`config.mk`:
```
export PLATFORM = sky130hd
export DESIGN_NAME = qfe_ctrl
export DESIGN_NICKNAME = d
export VERILOG_FILES = /design/src/rtl/qfe_pkg.sv /design/src/rtl/qfe_ctrl.sv
export SDC_FILE = /design/constraint.sdc
export NUM_CORES = 1
export LEC_CHECK = 0
export ABC_AREA = 1
export ABC_CLOCK_PERIOD_IN_PS = 2300
export BUFFER_PORTS_ARGS = -buffer_cell sky130_fd_sc_hd__buf_2
export CORE_UTILIZATION = 48
export CTS_CLUSTER_SIZE = 24
export DETAILED_ROUTE_END_ITERATION = 8
export GPL_TIMING_DRIVEN = 0
export PLACE_DENSITY_LB_ADDON = 0.25
export SLEW_MARGIN = 25
export SYNTH_ARGS = -nofsm -noshare
export SYNTH_HDL_FRONTEND = slang
export SYNTH_SLANG_ARGS = --single-unit
```
`constraint.sdc`:
```
create_clock -name clk -period 2.3 [get_ports clk]
set_input_delay 0.115 -clock clk [delete_from_list [all_inputs] [get_ports clk]]
set_output_delay 0.115 -clock clk [all_outputs]
set_load 0.005 [all_outputs]
```
`src/rtl/qfe_pkg.sv`:
```
// Shared types, codes and constants of the Quinn frequency estimator.
package qfe_pkg;

  // Controller states
  typedef enum logic [3:0] {
    ST_IDLE, ST_CHECK, ST_MULA, ST_ZCHK, ST_DIV1S, ST_DIV1W,
    ST_DIV2S, ST_DIV2W, ST_MULB, ST_DONE
  } qfe_state_t;

  // Operand pair for the shared multiplier
  typedef enum logic [3:0] {
    MOP_KFS, MOP_PR2, MOP_PI2, MOP_PRV_R, MOP_PRV_I,
    MOP_NXT_R, MOP_NXT_I, MOP_POS, MOP_CONF
  } qfe_mop_t;

  // Where the registered product goes
  typedef enum logic [3:0] {
    CON_NONE, CON_COARSE, CON_DEN, CON_DEN_ADD, CON_M1_PRV, CON_B1_NUM,
    CON_M1_NXT, CON_B2_NUM, CON_FINE, CON_CONF
  } qfe_con_t;

  // Result status codes
  typedef enum logic [1:0] {
    STAT_OK, STAT_DISABLED, STAT_BAD_INDEX, STAT_ZERO_PEAK
  } qfe_status_t;

  // Register indexes on the configuration port
  localparam logic [1:0] REG_ENABLE    = 2'd0;
  localparam logic [1:0] REG_SAMPLE_HZ = 2'd1;
  localparam logic [1:0] REG_THRESHOLD = 2'd2;

  localparam logic [2:0] MULA_LAST = 3'd7;
  localparam logic [2:0] MULB_LAST = 3'd2;

  localparam logic signed [23:0] Q824_MAX = 24'sh7FFFFF;
  localparam logic signed [23:0] Q824_MIN = 24'sh800000;
  localparam logic [16:0] Q16_ONE = 17'd65536;
  // floor(x/100) = (x * ceil(2^30/100)) >> 30 for x below 14e6
  localparam logic [31:0] RECIP100    = 32'd10737419;
  localparam int          RECIP_SHIFT = 30;
  localparam logic [33:0] CONF_K1     = 34'd6422528;
  localparam logic [33:0] CONF_K2     = 34'd1572864;

  // Controller to datapath commands
  typedef struct packed {
    logic     load;
    logic     zchk;
    qfe_mop_t mop;
    qfe_con_t con;
    logic     div_start;
    logic     div_phase;
    logic     div_latch;
    logic     commit;
  } qfe_cmd_t;

  // Datapath to controller status
  typedef struct packed {
    logic reject;
    logic den_zero;
    logic div_busy;
    logic out_free;
  } qfe_sts_t;

  // First multiply phase: product issued at each step
  function automatic qfe_mop_t mula_op(input logic [2:0] s);
    qfe_mop_t r;
    case (s)
      3'd0:    r = MOP_KFS;
      3'd1:    r = MOP_PR2;
      3'd2:    r = MOP_PI2;
      3'd3:    r = MOP_PRV_R;
      3'd4:    r = MOP_PRV_I;
      3'd5:    r = MOP_NXT_R;
      3'd6:    r = MOP_NXT_I;
      default: r = MOP_KFS;
    endcase
    return r;
  endfunction

  // First multiply phase: product consumed at each step (issued one step earlier)
  function automatic qfe_con_t mula_con(input logic [2:0] s);
    qfe_con_t r;
    case (s)
      3'd1:    r = CON_COARSE;
      3'd2:    r = CON_DEN;
      3'd3:    r = CON_DEN_ADD;
      3'd4:    r = CON_M1_PRV;
      3'd5:    r = CON_B1_NUM;
      3'd6:    r = CON_M1_NXT;
      3'd7:    r = CON_B2_NUM;
      default: r = CON_NONE;
    endcase
    return r;
  endfunction

  function automatic qfe_mop_t mulb_op(input logic [2:0] s);
    return (s == 3'd0) ? MOP_POS : MOP_CONF;
  endfunction

  function automatic qfe_con_t mulb_con(input logic [2:0] s);
    qfe_con_t r;
    case (s)
      3'd1:    r = CON_FINE;
      3'd2:    r = CON_CONF;
      default: r = CON_NONE;
    endcase
    return r;
  endfunction

endpackage

```
`src/rtl/qfe_ctrl.sv`:
```
// Controller: sequences capture, products, divisions and result commit.
module qfe_ctrl import qfe_pkg::*; (
  input  logic     clk,
  input  logic     rst_n,
  input  logic     in_valid,
  output logic     in_stall,
  input  qfe_sts_t sts,
  output qfe_cmd_t cmd
);

  qfe_state_t state_r, state_nxt;
  logic [2:0] step_r, step_nxt;

  always_ff @(posedge clk) begin
    if (!rst_n) begin
      state_r <= ST_IDLE;
      step_r  <= '0;
    end else begin
      state_r <= state_nxt;
      step_r  <= step_nxt;
    end
  end

  // Next state
  always_comb begin
    state_nxt = state_r;
    step_nxt  = step_r;
    unique case (state_r)
      ST_IDLE:  if (in_valid) state_nxt = ST_CHECK;
      ST_CHECK: begin
        step_nxt  = '0;
        state_nxt = sts.reject ? ST_DONE : ST_MULA;
      end
      ST_MULA: begin
        if (step_r == MULA_LAST) state_nxt = ST_ZCHK;
        else                     step_nxt  = step_r + 3'd1;
      end
      ST_ZCHK:  state_nxt = sts.den_zero ? ST_DONE : ST_DIV1W;
      ST_DIV1W: if (!sts.div_busy) state_nxt = ST_DIV2S;
      ST_DIV1S: state_nxt = ST_DIV1W;
      ST_DIV2S: state_nxt = ST_DIV2W;
      ST_DIV2W: begin
        if (!sts.div_busy) begin
          state_nxt = ST_MULB;
          step_nxt  = '0;
        end
      end
      ST_MULB: begin
        if (step_r == MULB_LAST) state_nxt = ST_DONE;
        else                     step_nxt  = step_r + 3'd1;
      end
      ST_DONE:  if (sts.out_free) state_nxt = ST_IDLE;
      default:  state_nxt = ST_IDLE;
    endcase
  end

  // Commands
  always_comb begin
    cmd = '{load: 1'b0, zchk: 1'b0, mop: MOP_KFS, con: CON_NONE, div_start: 1'b0,
            div_phase: 1'b0, div_latch: 1'b0, commit: 1'b0};
    in_stall = (state_r != ST_IDLE);
    unique case (state_r)
      ST_IDLE:  cmd.load = in_valid;
      ST_MULA: begin
        cmd.mop = mula_op(step_r);
        cmd.con = mula_con(step_r);
      end
      ST_ZCHK: begin
        cmd.zchk      = 1'b1;
        cmd.div_start = !sts.den_zero;
      end
      ST_DIV1W: cmd.div_latch = !sts.div_busy;
      ST_DIV2S: begin
        cmd.div_phase = 1'b1;
        cmd.div_start = 1'b1;
      end
      ST_DIV2W: begin
        cmd.div_phase = 1'b1;
        cmd.div_latch = !sts.div_busy;
      end
      ST_MULB: begin
        cmd.mop = mulb_op(step_r);
        cmd.con = mulb_con(step_r);
      end
      ST_DONE:  cmd.commit = sts.out_free;
      default: ;
    endcase
  end

endmodule

```
==> impl_results.md, run 1 <==
- Outcome: complete, no violations
- Startpoint types: flip-flop
- Top-count cell post-synth: nand2_1
- Main synth FF type: dfxtp_1
- Gr usage total: 23.6%
- Initial antenna violation count: 0
- First-iteration detailed-routing DRC count: 15
- Place WS: 0.852 ns
- Final Hold Fails: 0
- I/O pin count: 22
- Worst-path cell chain: ha_1, ha_1, a21oi_1, nand2_1, nor2_1, o31ai_1, buf_2
- Xor/xnor share of the synthesized area: 0%
- Compound-Gate Fraction of Synth Area: 11.9%
- Hold buffers post-CTS: 0
- Synth area leaders: dfxtp_1, nand2_1, ha_1
- Hold Path Stages: 3
- YS warnings: 0
- Worst Path Required: 2.18 ns
- Critical Path AT: 1.52 ns
- Post-synth top cells: nand2_1, inv_1, nor2_1, nand3_1, a21oi_1
- Grt total ovfl: 0
- Worst-Margin Slew: 0.284 ns
- TritonCTS clock tree: yes
- Synth cell types: 20
- CTS Buf Count: 3
- R2R cell count: 8
- Min Tclk post-route: 1.63 ns
- Final setup viols: 0
- Die Wd: 41.2 microns
- Net switching power: 0.432 mW
- Sw frac: 50.6%
- Area growth from synthesis to layout: 20.3%
- CP max stage cell: dfxtp_1
- Root buffer cell: clkbuf_4
- Detailed Place HPWL: 1410 microns
- Routed len/inst: 9.89 microns
- Drc violations: 0
- Chip Height: 41.2 microns
- Cell Area, Synth: 738 sq um
- Slew HR: 81.1%
- Class of the worst hold path: input pin to flip-flop
- Initial Utilization: 54.0%
- Vias: 836
- Syn nets: 141
- Clock Sinks: 7
- CP max stage delay: 0.40 ns
- Fmax: 612 MHz
- H-Tree Depth: 1
- Clk slew on worst S/H paths: 0.05 ns
- Mux cell area share after synthesis: 0%
- First-pass DRT Iterations: 4
- Hold Slack: 0.137 ns
- RSZ-0062 raised after global routing: no
- Max Slew Vio Count: 0
- Share of the synthesized area in the top cell type: 19.0%
- CP dominant cell by count: ha_1
- Post-CTS setup buffer count: 0
- Slack of the critical path: 0.665 ns
- Crit Path Category: flip-flop to primary output
- Fill cells: 132
- Via/cell ratio: 4.98
- Max-cap violations: 0
- Share of layout cells above drive strength 1: 25.5%
- Post-synth EDFFs: 0
- First-pass GRT wire length: 2660 microns
- Clk pwr share: 12.1%
- Setup TNS: 0 ns
- Leakage dissipation: 0.521 nW
- Gate Count Post-Synth: 128
- Placer Congestion: 0.875
- Flop pwr share: 24.5%
- Final WL: 1660 microns
- Post-synthesis sequential area ratio: 19.0%
- Worst Path Max Fanout: 5
- Adder-Cell Fraction of Synth Area: 10.2%
- Post-synthesis sequential element count: 7
- Post-cts repair resize count: 0
- Comb pwr share: 63.4%
- Internal power: 0.421 mW
- Post-synth ARST share: 0%
- Worst vdd ir: 659 uV
- Clock Path Buffers: 2
- Final nets: 167
- Antenna diodes: 0
- Final Cycle Share: 71.1%
- Skew-Pair Late Insertion Delay: 0.24 ns
- Critical path endpoint category: primary output
- Port bufs: 21
- Combinational family with the most area after synthesis: simple AND/OR/NAND/NOR gates
- Core area: 0.00137 sq mm
- Largest net degree at the start of global routing: 9
- Vias in the first global route: 637
- FP Rows: 13
- Syn Area/Cell: 5.77 sq um
- Simple-gate share of the synthesized area: 47.3%
- Die area: 0.00170 sq mm
- Pwr dens: 960 mW/mm^2
- Antenna Nets Post-Route: 0
- Largest area contributor in the netlist: dfxtp_1
- Skew final: 0.000193 ns
power groups by stage:
stage / Clock [mW] / Sequential [mW] / Combinational (mW)
after CTS: 0.111 / 0.208 / 0.540
after detailed placement: 0 / 0.210 / 0.538
final: 0.103 / 0.209 / 0.541
after floorplan: 0 / 0.199 / 0.413
after global routing: 0.119 / 0.215 / 0.628
after global placement: 0 / 0.210 / 0.528
routing by layer:
layer	GRT usage (%)	wire length, microns	share of wire, %
met3	3.26	69	4.2
met2	35.2	708	43
met5	0	0	0
met4	9.68	0	0
met1	33.5	883	53
layout by cell type (no fill, tap or decap):
cell,synthesis,routed
nor2_1,16,16
nand2_2,3,3
clkinv_1,2,2
nand3_1,13,13
clkbuf_1,0,1
or2_0,1,1
o21ai_1,1,1
o211ai_1,1,1
inv_2,5,5
nor2_2,4,4
buf_2,0,21
o31ai_1,2,2
clkbuf_4,0,3
nor3_1,3,3
ha_1,6,6
inv_1,16,16
dfxtp_1,7,7
o21ai_0,3,3
nand2_1,32,32
nand3_2,1,1
a21oi_1,9,9
nor4_1,1,1
nor2_4,2,2
flip-flops by register name, indices dropped and copies added, names as in the netlist:
register and flops:
step_r 3, state_r 4
cell type report:
cell class                 count  area (sq um)  area share [%]
timing repair buffer          21           105            11.8
tap                           15          18.8            2.11
clock buffer                   4          26.3            2.96
multi-input combinational     98           512            57.6
inverter                      23          86.3            9.72
sequential                     7           140            15.8
critical path: cells and delay by family (launching register included):
| family | cells | cell delay [ns] |
|---|---|---|
| compound gates | 2 | 0.24 |
| fa+ha+maj | 2 | 0.37 |
| buf+inv | 1 | 0.15 |
| flops | 1 | 0.40 |
| simple gates | 2 | 0.12 |
worst paths after layout:
path,startpoint,endpoint,slack (ns)
min reg2reg,step_r[0],step_r[0],0.55
max,step_r[1],cmd[4],0.67
min,rst_n,step_r[0],0.14
max reg2reg,step_r[1],state_r[0],0.83
stage by stage:
step	instances	utilization (%)	area, sq um	total power [mW]
final	168	65.0	888	0.853
after global placement	164	63.1	862	0.738
after global routing	168	65.0	888	0.962
after floorplan	128	-	738	0.612
after CTS	168	65.0	888	0.859
after detailed placement	164	63.1	862	0.747
logic make-up after synthesis:
group,after synthesis
buf+inv,23
compound gates,16
fa+ha+maj,6
flops,7
simple gates,76
(Power assumes the default switching activity.)
==> run 2: changes to the inputs <==
--- a/config.mk
+++ b/config.mk
@@ -6,9 +6,9 @@
 export NUM_CORES = 1
 export LEC_CHECK = 0
 export ABC_AREA = 1
-export ABC_CLOCK_PERIOD_IN_PS = 2300
+export ABC_CLOCK_PERIOD_IN_PS = 1300
 export BUFFER_PORTS_ARGS = -buffer_cell sky130_fd_sc_hd__buf_2
-export CORE_UTILIZATION = 48
+export CORE_UTILIZATION = 45
 export CTS_CLUSTER_SIZE = 24
 export DETAILED_ROUTE_END_ITERATION = 8
 export GPL_TIMING_DRIVEN = 0
==> constraint.sdc (replaced) <==
create_clock -name clk -period 1.3 [get_ports clk]
set_input_delay 0.065 -clock clk [delete_from_list [all_inputs] [get_ports clk]]
set_output_delay 0.065 -clock clk [all_outputs]
set_load 0.005 [all_outputs]
==> run 2 against run 1 <==
Effect of this change: the run now ends with negative setup slack left; flip-flop and latch count stayed put; sequential share of layout area is 0.99 points lower; combinational power is 140% higher; critical endpoint unchanged; via count grew 14%; sequential power increased by 100%; routed wire length is 42% higher; largest power group unchanged.
==> impl_results.md, run 2 (synthesized netlist as in run 1, its figures left out) <==
- Outcome: finished with violations
- Failing checks: negative setup slack
- Slack of the critical path: -0.180 ns
- H-Tree Depth: 1
- Worst Setup SP: step_r[1]
- Final Hold Fails: 0
- First-pass GRT wire length: 3520 microns
- R2R Path Start: step_r[0]
- CP dominant cell by count: ha_4
- Slew HR: 84.4%
- Skew final: 0.00671 ns
- RSZ-0062 raised after global routing: yes
- Clock Sinks: 7
- Share of layout cells above drive strength 1: 45.3%
- Max reg flops: 4
- Crit Path Category: flip-flop to primary output
- Initial antenna violation count: 0
- Largest net degree at the start of global routing: 7
- Startpoint types: flip-flop
- Antenna diodes: 0
- Skew-Pair Late Insertion Delay: 0.25 ns
- Crit path max-delay family: flip-flops
- Max Slew Vio Count: 0
- Clock Path Buffers: 2
- Top flop regs: state_r: 4 flops, step_r: 3 flops
- Setup crit end: cmd[4]
- CP max stage delay: 0.37 ns
- Chip Height: 42.5 microns
- Vias: 955
- First-iteration detailed-routing DRC count: 29
- Final setup viols: 13
- Via/cell ratio: 5.46
- Top reg by flops: state_r
- Most frequent cells in the layout: nand2_1, buf_2, inv_1, nor2_1, nand3_1
- Worst-path cell chain: ha_4, ha_4, a21oi_2, nand2_1, nor2_1, o31ai_1, buf_2
- Pwr dens: 1790 mW/mm^2
- Total power: 1.93 mW
- Crit path depth: 7
- R2R cell count: 8
- Clk slew on worst S/H paths: 0.05 ns
- Max-cap violations: 0
- Area growth from synthesis to layout: 45.6%
- Die Wd: 42.5 microns
- Worst Path Max Fanout: 4
- Routed len/inst: 13.4 microns
- Worst Path Required: 1.24 ns
- I/O pin count: 22
- Most common cell after layout, fill and taps aside: nand2_1
- Vias in the first global route: 851
- Crit path buffers/inverters: 1
- Die area: 0.00181 sq mm
- R2R Setup Slk: -0.11 ns
- Final WL: 2350 microns
- Detailed Place HPWL: 1450 microns
- First-pass DRT Iterations: 4
- Critical Path AT: 1.41 ns
- Fmax: 676 MHz
- Hold Slack: 0.0723 ns
- Leakage dissipation: 0.561 nW
- CTS Buf Count: 3
- Grt total ovfl: 0
- Placer Congestion: 0.845
- Drc violations: 0
- Initial Utilization: 48.4%
- Critical path endpoint category: primary output
- Core area: 0.00152 sq mm
- Class of the worst hold path: input pin to flip-flop
- Final Cycle Share: 114%
- Port bufs: 21
- CP max stage cell: dfxtp_4
- Design Area, Final: 0.00107 sq mm
- Placed cell area: 863 sq um
- Gr usage total: 25.8%
- Worst-Margin Slew: 0.231 ns
- TritonCTS clock tree: yes
- Worst vdd ir: 1000 uV
- Min Tclk post-route: 1.48 ns
- FP Rows: 14
- Reg2reg end: state_r[2]
- Root buffer cell: clkbuf_4
- Antenna Nets Post-Route: 0
- Final nets: 173
run 2: worst min path at each step:
stage | start | to | cells after the start
2_1_floorplan | sts[1] | cmd[1] | 1
3_3_place_gp | rst_n | step_r[2] | 3
3_5_place_dp | rst_n | step_r[2] | 3
4_1_cts | rst_n | step_r[2] | 3
5_1_grt | rst_n | state_r[1] | 3
6_report | rst_n | step_r[2] | 3
run 2: final cells by class:
| class | count | area (sq um) |
|---|---|---|
| Sequential cell | 7 | 159 |
| Timing Repair Buffer | 27 | 150 |
| Multi-Input combinational cell | 98 | 628 |
| Clock buffer | 4 | 26.3 |
| Tap cell | 16 | 20.0 |
| Fill cell | 135 | 449 |
| Inverter | 23 | 91.3 |
run 2: repair_timing:
action                     in CTS  in global routing
setup endpoints to repair      18                 18
pin swaps                       5                  7
hold buffers                    0                  0
buffers inserted                5                  1
gates resized for setup        29                 15
run 2: worst register-to-register path, stage by stage, from the launching register on:
cell and delay [ns]:
dfxtp_4 0.37, inv_1 0.15, ha_4 0.17, nand2_2 0.09, nand3_2 0.12, nand3_4 0.11, nor2_4 0.13, nand2_1 0.06
a21oi_1 0.14
run 2: per-stage QoR:
| stage | cells | setup slack [ns] | utilization, % | setup TNS (ns) |
|---|---|---|---|---|
| floorplan | 128 | 0.00932 | - | 0 |
| finish | 175 | -0.180 | 70.5 | -1.43 |
| detailed placement | 165 | -0.171 | 56.7 | -0.924 |
| global route | 175 | -0.239 | 70.5 | -2.48 |
| global placement | 165 | -0.147 | 56.7 | -0.747 |
| CTS | 174 | -0.194 | 66.4 | -1.33 |
run 2: power breakdown:
part	total, mW	internal [mW]	leakage [nW]	switching, mW
Sequential	0.419	0.297	0.0614	0.122
Clock	0.191	0.117	0.0150	0.0742
Combinational	1.32	0.525	0.484	0.790
run 2: layer usage:
metal / part of all wire, % / vias to the layer above / GRT usage [%]
li1: - / 467 / -
met5: 0 / - / 0
met4: 3.1 / 0 / 17.5
met1: 40 / 427 / 29.2
met3: 7.4 / 9 / 4.74
met2: 50 / 52 / 43.1
==> run 3: changes to the inputs <==
--- a/config.mk
+++ b/config.mk
@@ -9,10 +9,12 @@
 export ABC_CLOCK_PERIOD_IN_PS = 1300
 export BUFFER_PORTS_ARGS = -buffer_cell sky130_fd_sc_hd__buf_2
 export CORE_UTILIZATION = 45
+export CTS_BUF_LIST = sky130_fd_sc_hd__clkbuf_16
 export CTS_CLUSTER_SIZE = 24
 export DETAILED_ROUTE_END_ITERATION = 8
 export GPL_TIMING_DRIVEN = 0
 export PLACE_DENSITY_LB_ADDON = 0.25
+export SKIP_LAST_GASP = 1
 export SLEW_MARGIN = 25
 export SYNTH_ARGS = -nofsm -noshare
 export SYNTH_HDL_FRONTEND = slang
==> run 3 against run 2 <==
Effect of this change: the flow still finishes with violations (negative setup slack); highest routed layer unchanged; register-to-register slack better by 0.04 ns; first-iteration DRC count is 41% higher; critical path depth stayed put; critical endpoint unchanged; die area stayed put; clock-buffer cell count is 1 lower; core utilization is 5.4 points higher; clock skew is 0.0040 ns lower.
==> impl_results.md, run 3 (synthesized netlist as in run 1, its figures left out) <==
- R2R Setup Slk: -0.07 ns
- Min Tclk post-route: 1.49 ns
- Placer Congestion: 0.845
- FP Rows: 14
- Top flop regs: state_r: 4 flops, step_r: 3 flops
- Worst vdd ir: 1370 uV
- Design Area, Final: 0.00116 sq mm
- Worst Path Required: 1.24 ns
- CP dominant cell by count: nand2_1
- Top reg by flops: state_r
- Max-cap violations: 0
- Crit Path Category: flip-flop to primary output
- Drc violations: 0
- CP max stage cell: dfxtp_4
- Worst-Margin Slew: 0.233 ns
- Detailed Place HPWL: 1450 microns
- Crit path buffers/inverters: 3
- Die area: 0.00181 sq mm
- Final Hold Fails: 0
- Initial Utilization: 48.4%
- Port bufs: 21
- Worst Path Max Fanout: 4
- Antenna diodes: 0
- R2R cell count: 8
- Fmax: 671 MHz
- Clk slew on worst S/H paths: 0.04 ns
- Pwr dens: 1950 mW/mm^2
- Fill cells: 120
- Final setup viols: 12
- Crit path max-delay family: buffers and inverters
- I/O pin count: 22
- CTS Buf Count: 3
- Skew-Pair Late Insertion Delay: 0.23 ns
- Most frequent cells in the layout: nand2_1, buf_2, nor2_1
- Root buffer cell: clkbuf_16
- Slew HR: 84.3%
- Fin cells: 176
- Final WL: 2260 microns
- Outcome: finished with violations
- Failing checks: negative setup slack
- Placed cell count: 165
- Initial antenna violation count: 0
- Worst-path cell chain: clkinvlp_4, buf_4, nand2_1, nand2_1, nor2_1, o31ai_1, buf_2
- Reg2reg end: state_r[1]
- Via/cell ratio: 5.44
- Setup TNS: -0.900 ns
- First-pass GRT wire length: 3280 microns
- Max Slew Vio Count: 0
- Die Wd: 42.5 microns
- Startpoint types: flip-flop
- Chip Height: 42.5 microns
- Final core occ: 75.9%
- Grt total ovfl: 0
- Area growth from synthesis to layout: 56.8%
- Antenna Nets Post-Route: 0
- Hold Slack: 0.0892 ns
- Core area: 0.00152 sq mm
- Clock Path Buffers: 2
- Hold path startpoint: rst_n
- Placed cell area: 863 sq um
- First-pass DRT Iterations: 4
- TritonCTS clock tree: yes
- Endpoint, Worst Hold: step_r[2]
- RSZ-0062 raised after global routing: yes
- Final Cycle Share: 115%
- Leakage dissipation: 0.593 nW
- Crit path depth: 7
- H-Tree Depth: 1
- Critical path endpoint category: primary output
- Vias in the first global route: 806
- Hold buffers post-CTS: 0
- Most common cell after layout, fill and taps aside: nand2_1
- Clock Sinks: 7
- Skew final: 0.00272 ns
- Routed len/inst: 12.8 microns
- Critical Path AT: 1.43 ns
- Slack of the critical path: -0.191 ns
- Share of layout cells above drive strength 1: 48.8%
- Max reg flops: 4
- Largest net degree at the start of global routing: 7
- Vias: 958
- Gr usage total: 24.0%
- Class of the worst hold path: input pin to flip-flop
- R2R Path Start: step_r[1]
- CP max stage delay: 0.35 ns
- First-iteration detailed-routing DRC count: 41
- Final nets: 174
- Hold Path Stages: 3
## run 3: changes by cell type in the layout (fill, tap and decap cells not counted), sizes merged
cell	delta
clkinvlp	+1
clkbuf	-1
buf	+1
## run 3: cell type report
cell class / count / area (sq um) / share of cell area (%)
Multi-Input combinational cell: 98 / 644 / 55.7
Sequential cell: 7 / 161 / 13.9
Timing Repair Buffer: 28 / 158 / 13.6
Inverter: 23 / 95.1 / 8.22
Clock buffer: 3 / 75.1 / 6.49
Tap cell: 16 / 20.0 / 1.73
Clock inverter: 1 / 3.75 / 0.324
## run 3: worst register-to-register path: cells and delay by family (launching register included)
kind                     cells  cell delay (ns)
AO/OA/AOI/OAI                1             0.16
buffers and inverters        1             0.05
flip-flops                   1             0.39
adder cells (fa/ha/maj)      2             0.34
AND/OR/NAND/NOR              4             0.37
## run 3: metal layers
layer	vias up	track usage [%]	share of wire, %
met4	0	14.4	3.6
li1	467	-	-
met5	-	0	0
met1	428	29.5	42
met2	53	38.5	48
met3	10	4.31	6.3
## run 3: worst max-delay path by stage
stage / from / end / slack (ns)
floorplan: step_r[1] / state_r[1] / 0.009
global placement: step_r[1] / state_r[0] / -0.15
detailed placement: step_r[1] / state_r[2] / -0.17
CTS: step_r[2] / cmd[4] / -0.14
global route: step_r[2] / cmd[4] / -0.22
finish: step_r[2] / cmd[4] / -0.19
## run 3: stage by stage
stage | worst slack, ns | power, mW
floorplan | 0.00932 | 1.08
finish | -0.191 | 2.25
global route | -0.219 | 2.42
detailed placement | -0.171 | 1.32
CTS | -0.143 | 2.01
global placement | -0.147 | 1.30
## run 3: power by group
group          switching [mW]  internal (mW)
clock network           0.117          0.400
logic                   0.795          0.522
registers               0.119          0.300
## run 3: timing repair
action / in CTS / in global routing
setup endpoints to repair: 17 / 16
buffers inserted: 4 / 3
pin swaps: 6 / 4
resized for setup: 29 / 21
